==> src/design/wbor_pkg.sv <==
// ----------------------------------------------------------------------------
// wbor_pkg: shared constants for the wall-bump odometry recalibration core
// Field widths, configuration indexes, distance limits and the fixed
// coordinates used for goals and odometry corrections.
// ----------------------------------------------------------------------------
`default_nettype none

package wbor_pkg;

  // field widths
  localparam int unsigned POS_W    = 13;
  localparam int unsigned X_W      = 12;
  localparam int unsigned Y_W      = 11;
  localparam int unsigned CNT_W    = 8;
  localparam int unsigned PHASE_W  = 3;
  localparam int unsigned CFG_IDX_W  = 2;
  localparam int unsigned CFG_DATA_W = 12;
  localparam int unsigned IN_DATA_W  = 32;
  localparam int unsigned OUT_DATA_W = 56;

  // configuration register indexes
  typedef enum logic [CFG_IDX_W-1:0] {
    CFG_START_X = 2'd0,
    CFG_START_Y = 2'd1,
    CFG_CORNER  = 2'd2,
    CFG_IS_BLUE = 2'd3
  } cfg_index_t;

  // configuration reset values
  localparam logic [X_W-1:0] START_X_RST = 12'd700;
  localparam logic [Y_W-1:0] START_Y_RST = 11'd1360;

  // stall detection
  localparam int unsigned STALL_TICKS = 100;

  // arrival window: squared distance below 40 mm
  localparam int unsigned ARRIVE_RADIUS = 40;
  localparam int unsigned ARRIVE_SQ     = 1600;
  // stillness window: squared distance below 5 mm
  localparam int unsigned STILL_RADIUS  = 5;
  localparam int unsigned STILL_SQ      = 25;

  // wall thresholds
  localparam logic signed [POS_W-1:0] X_LOW_LIMIT  = 13'sd150;
  localparam logic signed [POS_W-1:0] X_HIGH_LIMIT = 13'sd2850;
  localparam logic signed [POS_W-1:0] Y_LOW_LIMIT  = 13'sd150;
  localparam logic signed [POS_W-1:0] Y_HIGH_LIMIT = 13'sd1850;

  // wall goals and corrected odometry values
  localparam logic [X_W-1:0] X_WALL_FAR  = 12'd3000;
  localparam logic [Y_W-1:0] Y_WALL_FAR  = 11'd2000;
  localparam logic [X_W-1:0] FIX_X_NEAR  = 12'd95;
  localparam logic [X_W-1:0] FIX_X_FAR   = 12'd2905;
  localparam logic [Y_W-1:0] FIX_Y_NEAR  = 11'd95;
  localparam logic [Y_W-1:0] FIX_Y_FAR   = 11'd1905;

  // one result item
  typedef struct packed {
    logic [PHASE_W-1:0] phase_out;
    logic [Y_W-1:0]     fix_y_value;
    logic               fix_y_valid;
    logic [X_W-1:0]     fix_x_value;
    logic               fix_x_valid;
    logic               recalibrating;
    logic               goal_wall_mode;
    logic [Y_W-1:0]     goal_y;
    logic [X_W-1:0]     goal_x;
    logic               goal_valid;
  } result_t;

endpackage

`default_nettype wire

==> src/design/wall_bump_odometry_recalibration_core.sv <==
// A request accepted into the input register has its result registered in
// the result register once that register is free; m_tvalid rises with it.
// Throughput: one request per cycle while m_tready keeps the result
// register free; the phase, candidate and counter update is combinational
// logic between the input and the result register.
// Reset (rst, synchronous): phase 0, counters, candidate and flag cleared,
// configuration back to start 700/1360, corner 0, team 0; both stages empty.
// ----------------------------------------------------------------------------
// wall_bump_odometry_recalibration_core: wall-bump homing sequencer
// Steers the robot to the start point, into the X wall, back, into the Y
// wall and back, overwriting odometry X and Y when each wall stalls the robot.
// ----------------------------------------------------------------------------
`default_nettype none

module wall_bump_odometry_recalibration_core #(
  parameter int unsigned STALL_TICKS = wbor_pkg::STALL_TICKS
) (
  input  wire logic        clk,
  input  wire logic        rst,
  // configuration write port
  input  wire logic        cfg_wr_en,
  input  wire logic [wbor_pkg::CFG_IDX_W-1:0]  cfg_index,
  input  wire logic [wbor_pkg::CFG_DATA_W-1:0] cfg_data,
  // input stream: [12:0] pos_x, [25:13] pos_y, [31:26] zero
  input  wire logic        s_tvalid,
  output logic             s_tready,
  input  wire logic [wbor_pkg::IN_DATA_W-1:0]  s_tdata,
  // output stream: [0] goal_valid, [12:1] goal_x, [23:13] goal_y,
  // [24] goal_wall_mode, [25] recalibrating, [26] fix_x_valid,
  // [38:27] fix_x_value, [39] fix_y_valid, [50:40] fix_y_value,
  // [53:51] phase_out, [55:54] zero
  output logic             m_tvalid,
  input  wire logic        m_tready,
  output logic [wbor_pkg::OUT_DATA_W-1:0] m_tdata
);

  localparam int unsigned POS_W   = wbor_pkg::POS_W;
  localparam int unsigned X_W     = wbor_pkg::X_W;
  localparam int unsigned Y_W     = wbor_pkg::Y_W;
  localparam int unsigned CNT_W   = wbor_pkg::CNT_W;
  localparam int unsigned DIFF_W  = POS_W + 1;

  typedef enum logic [wbor_pkg::PHASE_W-1:0] {
    PH_GO_START  = 3'd0,
    PH_WAIT_X    = 3'd1,
    PH_X_WALL    = 3'd2,
    PH_RETURN_X  = 3'd3,
    PH_Y_WALL    = 3'd4,
    PH_RETURN_Y  = 3'd5,
    PH_DONE      = 3'd6
  } phase_t;

  // configuration registers
  logic [X_W-1:0] start_x;
  logic [Y_W-1:0] start_y;
  logic [1:0]     corner;
  logic           is_blue;

  // sequencer state
  phase_t                   phase, phase_next;
  logic signed [POS_W-1:0]  cand_x, cand_x_next;
  logic signed [POS_W-1:0]  cand_y, cand_y_next;
  logic [CNT_W-1:0]         cnt_x, cnt_x_next;
  logic [CNT_W-1:0]         cnt_y, cnt_y_next;
  logic                     recal, recal_next;

  // pipeline registers
  logic                     in_valid;
  logic signed [POS_W-1:0]  px, py;
  logic                     out_valid;
  wbor_pkg::result_t        out_res;
  wbor_pkg::result_t        res_next;

  logic advance;
  logic accept;

  // handshake: result register frees when taken, input register moves on
  assign advance  = in_valid && (!out_valid || m_tready);
  assign s_tready = !in_valid || advance;
  assign accept   = s_tvalid && s_tready;
  assign m_tvalid = out_valid;
  assign m_tdata  = {{(wbor_pkg::OUT_DATA_W - $bits(wbor_pkg::result_t)){1'b0}}, out_res};

  // corner decode
  logic own, bottom;
  assign own    = !corner[1];
  assign bottom = !corner[0];

  // distance to start point, window check before the small square
  logic signed [DIFF_W-1:0] ds_x, ds_y;
  logic [DIFF_W-1:0]        as_x, as_y;
  logic [11:0]              sq_sx, sq_sy;
  logic [12:0]              sum_s;
  logic                     at_start;

  assign ds_x  = $signed({2'b00, start_x}) - $signed({px[POS_W-1], px});
  assign ds_y  = $signed({3'b000, start_y}) - $signed({py[POS_W-1], py});
  assign as_x  = ds_x[DIFF_W-1] ? DIFF_W'(-ds_x) : DIFF_W'(ds_x);
  assign as_y  = ds_y[DIFF_W-1] ? DIFF_W'(-ds_y) : DIFF_W'(ds_y);
  assign sq_sx = {6'b0, as_x[5:0]} * {6'b0, as_x[5:0]};
  assign sq_sy = {6'b0, as_y[5:0]} * {6'b0, as_y[5:0]};
  assign sum_s = {1'b0, sq_sx} + {1'b0, sq_sy};
  assign at_start = (as_x < DIFF_W'(wbor_pkg::ARRIVE_RADIUS))
                 && (as_y < DIFF_W'(wbor_pkg::ARRIVE_RADIUS))
                 && (sum_s < 13'(wbor_pkg::ARRIVE_SQ));

  // distance to the stall candidate
  logic signed [DIFF_W-1:0] dc_x, dc_y;
  logic [DIFF_W-1:0]        ac_x, ac_y;
  logic [5:0]               sq_cx, sq_cy;
  logic [6:0]               sum_c;
  logic                     still;

  assign dc_x  = $signed({cand_x[POS_W-1], cand_x}) - $signed({px[POS_W-1], px});
  assign dc_y  = $signed({cand_y[POS_W-1], cand_y}) - $signed({py[POS_W-1], py});
  assign ac_x  = dc_x[DIFF_W-1] ? DIFF_W'(-dc_x) : DIFF_W'(dc_x);
  assign ac_y  = dc_y[DIFF_W-1] ? DIFF_W'(-dc_y) : DIFF_W'(dc_y);
  assign sq_cx = {3'b0, ac_x[2:0]} * {3'b0, ac_x[2:0]};
  assign sq_cy = {3'b0, ac_y[2:0]} * {3'b0, ac_y[2:0]};
  assign sum_c = {1'b0, sq_cx} + {1'b0, sq_cy};
  assign still = (ac_x < DIFF_W'(wbor_pkg::STILL_RADIUS))
              && (ac_y < DIFF_W'(wbor_pkg::STILL_RADIUS))
              && (sum_c < 7'(wbor_pkg::STILL_SQ));

  // wall thresholds
  logic past_x, past_y;
  assign past_x = own    ? (px < wbor_pkg::X_LOW_LIMIT) : (px > wbor_pkg::X_HIGH_LIMIT);
  assign past_y = bottom ? (py < wbor_pkg::Y_LOW_LIMIT) : (py > wbor_pkg::Y_HIGH_LIMIT);

  // saturating counter step, one per wall
  logic [CNT_W-1:0] inc_x, inc_y;
  assign inc_x = (cnt_x == '1) ? cnt_x : cnt_x + CNT_W'(1);
  assign inc_y = (cnt_y == '1) ? cnt_y : cnt_y + CNT_W'(1);

  // one tick of the sequencer
  always_comb begin
    phase_next  = phase;
    cand_x_next = cand_x;
    cand_y_next = cand_y;
    cnt_x_next  = cnt_x;
    cnt_y_next  = cnt_y;
    recal_next  = recal;
    res_next    = '0;

    // first tick issues the start goal, then falls into the wait
    if (phase_next == PH_GO_START) begin
      res_next.goal_valid = 1'b1;
      res_next.goal_x     = start_x;
      res_next.goal_y     = start_y;
      phase_next          = PH_WAIT_X;
    end

    // at the start point: head for the X wall, may chain into the approach
    if (phase_next == PH_WAIT_X && at_start) begin
      res_next.goal_valid     = 1'b1;
      res_next.goal_x         = own ? '0 : wbor_pkg::X_WALL_FAR;
      res_next.goal_y         = start_y;
      res_next.goal_wall_mode = 1'b1;
      recal_next              = 1'b1;
      phase_next              = PH_X_WALL;
    end

    unique case (phase_next)
      PH_X_WALL: begin
        if (still) begin
          cnt_x_next = inc_x;
        end else begin
          cnt_x_next  = '0;
          cand_x_next = px;
          cand_y_next = py;
        end
        if (cnt_x_next > CNT_W'(STALL_TICKS) && past_x) begin
          res_next.fix_x_valid = 1'b1;
          res_next.fix_x_value = (own ^ is_blue) ? wbor_pkg::FIX_X_NEAR
                                                 : wbor_pkg::FIX_X_FAR;
          res_next.goal_valid  = 1'b1;
          res_next.goal_x      = start_x;
          res_next.goal_y      = start_y;
          res_next.goal_wall_mode = 1'b0;
          recal_next           = 1'b0;
          phase_next           = PH_RETURN_X;
          cnt_x_next           = '0;
        end
      end
      PH_RETURN_X: begin
        if (at_start) begin
          res_next.goal_valid     = 1'b1;
          res_next.goal_x         = start_x;
          res_next.goal_y         = bottom ? '0 : wbor_pkg::Y_WALL_FAR;
          res_next.goal_wall_mode = 1'b1;
          phase_next              = PH_Y_WALL;
        end
      end
      PH_Y_WALL: begin
        if (still) begin
          cnt_y_next = inc_y;
        end else begin
          cnt_y_next  = '0;
          cand_x_next = px;
          cand_y_next = py;
        end
        if (cnt_y_next > CNT_W'(STALL_TICKS) && past_y) begin
          res_next.fix_y_valid = 1'b1;
          res_next.fix_y_value = bottom ? wbor_pkg::FIX_Y_NEAR : wbor_pkg::FIX_Y_FAR;
          recal_next           = 1'b0;
          res_next.goal_valid  = 1'b1;
          res_next.goal_x      = start_x;
          res_next.goal_y      = start_y;
          phase_next           = PH_RETURN_Y;
          cnt_y_next           = '0;
        end
      end
      PH_RETURN_Y: begin
        if (at_start) begin
          phase_next = PH_DONE;
        end
      end
      default: begin
        // waiting at the start point, or done: hold
      end
    endcase

    res_next.recalibrating = recal_next;
    res_next.phase_out     = phase_next;
  end

  // control state, configuration and valid flags
  always_ff @(posedge clk) begin
    if (rst) begin
      start_x   <= wbor_pkg::START_X_RST;
      start_y   <= wbor_pkg::START_Y_RST;
      corner    <= '0;
      is_blue   <= 1'b0;
      phase     <= PH_GO_START;
      cand_x    <= '0;
      cand_y    <= '0;
      cnt_x     <= '0;
      cnt_y     <= '0;
      recal     <= 1'b0;
      in_valid  <= 1'b0;
      out_valid <= 1'b0;
    end else begin
      // configuration writes
      if (cfg_wr_en) begin
        unique case (wbor_pkg::cfg_index_t'(cfg_index))
          wbor_pkg::CFG_START_X: start_x <= cfg_data[X_W-1:0];
          wbor_pkg::CFG_START_Y: start_y <= cfg_data[Y_W-1:0];
          wbor_pkg::CFG_CORNER:  corner  <= cfg_data[1:0];
          wbor_pkg::CFG_IS_BLUE: is_blue <= cfg_data[0];
          default: begin
          end
        endcase
      end

      // sequencer state moves with each request
      if (advance) begin
        phase  <= phase_next;
        cand_x <= cand_x_next;
        cand_y <= cand_y_next;
        cnt_x  <= cnt_x_next;
        cnt_y  <= cnt_y_next;
        recal  <= recal_next;
      end

      // stage valid flags
      if (accept) begin
        in_valid <= 1'b1;
      end else if (advance) begin
        in_valid <= 1'b0;
      end
      if (advance) begin
        out_valid <= 1'b1;
      end else if (m_tready) begin
        out_valid <= 1'b0;
      end
    end
  end

  // payload registers
  always_ff @(posedge clk) begin
    if (accept) begin
      px <= s_tdata[POS_W-1:0];
      py <= s_tdata[2*POS_W-1:POS_W];
    end
    if (advance) begin
      out_res <= res_next;
    end
  end

  // recalibration flag is only up during the X-wall approach
  assert property (@(posedge clk) disable iff (rst) recal |-> (phase == PH_X_WALL))
    else $error("recalibration flag high outside the X-wall approach");

  // stall counters only run in their own approach phase
  assert property (@(posedge clk) disable iff (rst)
    (cnt_x != '0) |-> (phase == PH_X_WALL))
    else $error("X-wall counter running outside its phase");

  assert property (@(posedge clk) disable iff (rst)
    (cnt_y != '0) |-> (phase == PH_Y_WALL))
    else $error("Y-wall counter running outside its phase");

  // a correction always comes with the return goal
  assert property (@(posedge clk) disable iff (rst)
    (out_valid && (out_res.fix_x_valid || out_res.fix_y_valid))
      |-> (out_res.goal_valid && !out_res.goal_wall_mode))
    else $error("odometry correction without a return goal");

  // the phase advances only when a request moves through
  assert property (@(posedge clk) disable iff (rst)
    !$past(advance) && !$past(rst) |-> $stable(phase))
    else $error("phase changed without a request");

endmodule

`default_nettype wire

==> config.mk <==
export PLATFORM = sky130hd
export DESIGN_NAME = wall_bump_odometry_recalibration_core
export DESIGN_NICKNAME = d
export VERILOG_FILES = /design/src/design/wbor_pkg.sv /design/src/design/wall_bump_odometry_recalibration_core.sv
export SDC_FILE = /design/constraint.sdc
export NUM_CORES = 1
export LEC_CHECK = 0
export ABC_AREA = 1
export BUFFER_PORTS_ARGS = -buffer_cell sky130_fd_sc_hd__buf_2
export CAP_MARGIN = 25
export CORE_MARGIN = 3
export CORE_UTILIZATION = 56
export DETAILED_ROUTE_END_ITERATION = 10
export GPL_TIMING_DRIVEN = 0
export PLACE_DENSITY = 0.86
export SYNTH_ARGS = -nofsm -noshare
export SYNTH_HDL_FRONTEND = slang
export SYNTH_SLANG_ARGS = --single-unit
==> constraint.sdc <==
create_clock -name clk -period 6.2 [get_ports clk]
set_input_delay 0 -clock clk [delete_from_list [all_inputs] [get_ports clk]]
set_output_delay 0 -clock clk [all_outputs]
set_load 0.01 [all_outputs]
==> metrics <==
worst slew pin tran=0.955 ns; status=complete, but fails checks; skew final=0.0167 ns; most frequent cell on the critical path=fa_1; WHS Path Cells=4; Synth area leader=nand2_1; Max-slew headroom=36.3%; Reg-to-Reg Start=px[0]; Final Critical Period=7.60 ns; cell row count=54; violated checks=setup timing; Post-Syn Instances=1899; GP Congestion=0.977; initial antenna violation count=0; max-cap violation count=0; layout cell share with drive strength beyond 1=25.9%; final max-slew violation count=0; cell with the most instances after synthesis=nand2_1; Mapped Area=12700 µm²; reg2reg path depth=31; Post-Layout Cell Count=2473; Syn Area/Cell=6.69 µm²; CP arrival=7.81 ns; Final WS setup=-1.40 ns; maximum fanout along the worst path=6; post-DP HPWL=28.0 mm; Synth-to-Final Area Change=32.0%; #FFs+latches synth=137; final wirelength=45.1 mm; pwr dens=572 nW/µm²; input/output buffers=96; share of the synthesized area in the top cell type=15.2%; Max clock buf depth=2; Final Hold Fails=0; ys flop type=dfxtp_1; DR vias=14500; worst stage delay on the critical path=0.54 ns; internal reg-to-reg setup slack=-1.40 ns; H-Tree Depth=4; nets=2356; DR WL met2=20.9 mm; Async SR Flop Fraction=0%; Synth area leaders=nand2_1 (15%), edfxtp_1 (15%), dfxtp_1 (12%), inv_1 (9.8%), ha_1 (8.6%); fmax=132 MHz; highest metal used=met4; CTS tree=yes; area share of fa/ha/maj cells after synthesis=14.6%; crit path to=m_tdata[29]; crit path kind=register to register; Worst Path Required=6.41 ns; drt drc=0; XOR/XNOR Fraction of Synth Area=2.68%; Clk Latency, worst-skew pair=0.45 ns; slowest CP cell=fa_1; DR vias/cell=5.85; Synth Area in Compound Gates=9.57%; simple-gate share of the synthesized area=34.1%; Starting DRT DRC Count=1754; most frequent cells after synthesis=nand2_1 (514), inv_1 (332), nor2_1 (181); IO Count=109; Clock Tree Root=clkbuf_16; leakage=8.38 nW; Post-synth EDFFs=63; met3 wire length=4.44 mm; Worst setup startpoint=px[0]; YS warnings=0; # diodes=0; Worst-path clk slew=0.07 ns; mux contribution to synthesized area=0%; antenna-violating nets left=0; Post-Place Cells=2281; Final Setup Violations=71; CP endpoint kind=register; Min Hold Slack=0.116 ns; Tightest Hold Check Type=input pin to register; clock sink count=137; vias in the first global route=13100; largest family of logic cells by synthesized area=simple AND/OR/NAND/NOR gates; core footprint=22100 µm²; 1st-pass router iterations=8; Crit Reg-Reg Endpoint=m_tdata[29]; Die Wd=157 µm; global-route wire length before repair=64.1 mm; Netlist cell types=58; Die Height=157 µm; GRT Total Usage=32.4%; Initial Util=57.5%; maximum VDD drop=1.73 mV; Congestion Overflow GR=0; part of the Yosys area used for sequential elements=26.5%; period utilization=123%; largest net degree at the start of global routing=44; total CTS buffers=17; DIE AREA=24500 µm²; wl on met1=16.6 mm; WL/cell=18.2 µm; RSZ-0062 raised after global routing=yes; CP startpoint kind=register
[sequential cells by signal (all words and copies together), names as in the netlist]
register	cells
cand_x	13
cnt_x	8
recal	1
corner	2
cand_y	13
phase	3
m_tvalid	1
start_x	12
start_y	11
cnt_y	8
is_blue	1
py	13
px	13
m_tdata	37
in_valid	1
[cell usage in the layout, fill, tap and decap left out, types with 15 or more instances in the layout]
| cell type | count |
|---|---|
| a21oi_1 | 86 |
| a21oi_2 | 15 |
| buf_2 | 101 |
| buf_4 | 129 |
| clkbuf_16 | 19 |
| dfxtp_1 | 72 |
| dlygate4sd3_1 | 43 |
| edfxtp_1 | 63 |
| fa_1 | 32 |
| ha_1 | 62 |
| ha_4 | 18 |
| inv_1 | 294 |
| inv_2 | 47 |
| nand2_1 | 465 |
| nand2_2 | 61 |
| nand3_1 | 126 |
| nand3_2 | 20 |
| nand3b_1 | 16 |
| nand4_1 | 42 |
| nor2_1 | 156 |
| nor2_4 | 20 |
| nor3_1 | 15 |
| o21ai_0 | 44 |
| o21ai_1 | 25 |
| xor2_1 | 24 |
[timing repair]
action                                  4_1_cts  5_1_grt
buffers inserted                             84       31
hold buffers                                 43        0
pin swaps                                    42       88
gates cloned                                  3        2
endpoints found under the setup margin       72       83
gates resized for setup                     115      138
hold endpoints to repair                     52        0
[critical path, delay by kind of cell (launching register included)]
kind | cells | cell delay (ns)
flip-flops | 1 | 0.45
AND/OR/NAND/NOR | 13 | 2.13
XOR/XNOR | 1 | 0.21
AO/OA/AOI/OAI | 2 | 0.48
adder cells (fa/ha/maj) | 8 | 3.35
buffers and inverters | 7 | 0.76
[routing by layer]
layer	vias to the layer above	global-route usage (%)
li1	6631	-
met1	6575	39.9
met5	-	0
met4	0	17.2
met2	958	53.8
met3	304	5.92
[report_power, final]
| group | total (mW) | internal, mW | leakage [nW] | switching, mW |
|---|---|---|---|---|
| logic | 7.43 | 2.75 | 6.86 | 4.68 |
| registers | 1.03 | 0.990 | 1.21 | 0.0380 |
| clock network | 1.13 | 0.644 | 0.317 | 0.490 |
| total | 9.59 | 4.38 | 8.38 | 5.21 |
[through the flow]
step	setup TNS, ns	util, %	power (mW)	worst slack, ns	instance area [µm²]
6_report	-84.77	75.9	9.59	-1.40	16800
5_1_grt	-101.81	75.9	10.1	-1.63	16800
4_1_cts	-45.97	72.5	7.03	-0.734	16000
3_5_place_dp	-87.94	62.6	5.22	-1.44	13800
3_3_place_gp	-78.33	62.4	5.03	-1.32	13800
2_1_floorplan	-16.88	-	4.35	-0.305	13000
[cells by family after synthesis]
group,Yosys count
AO/OA/AOI/OAI,221
XOR/XNOR,38
adder cells (fa/ha/maj),125
buffers and inverters,393
flip-flops,137
other,1
AND/OR/NAND/NOR,984
[area by class of cell]
class	instances	area [µm²]
Sequential cell	137	3380
Buffer	42	324
Clock inverter	14	198
Tap cell	280	350
Multi-Input combinational cell	1376	8910
Clock buffer	18	450
Timing Repair Buffer	257	1850
Inverter	349	1330
Fill cell	1465	5310
[worst min-delay path by stage]
| stage | endpoint | slack (ns) | from |
|---|---|---|---|
| 2_1_floorplan | px[0] | 0.1 | s_tdata[0] |
| 3_3_place_gp | py[10] | 0.18 | s_tdata[23] |
| 3_5_place_dp | py[8] | 0.18 | s_tdata[21] |
| 4_1_cts | cnt_x[7] | 0.08 | rst |
| 5_1_grt | cnt_x[7] | 0.13 | rst |
| 6_report | cnt_x[7] | 0.12 | rst |
(Power assumes the default switching activity.)
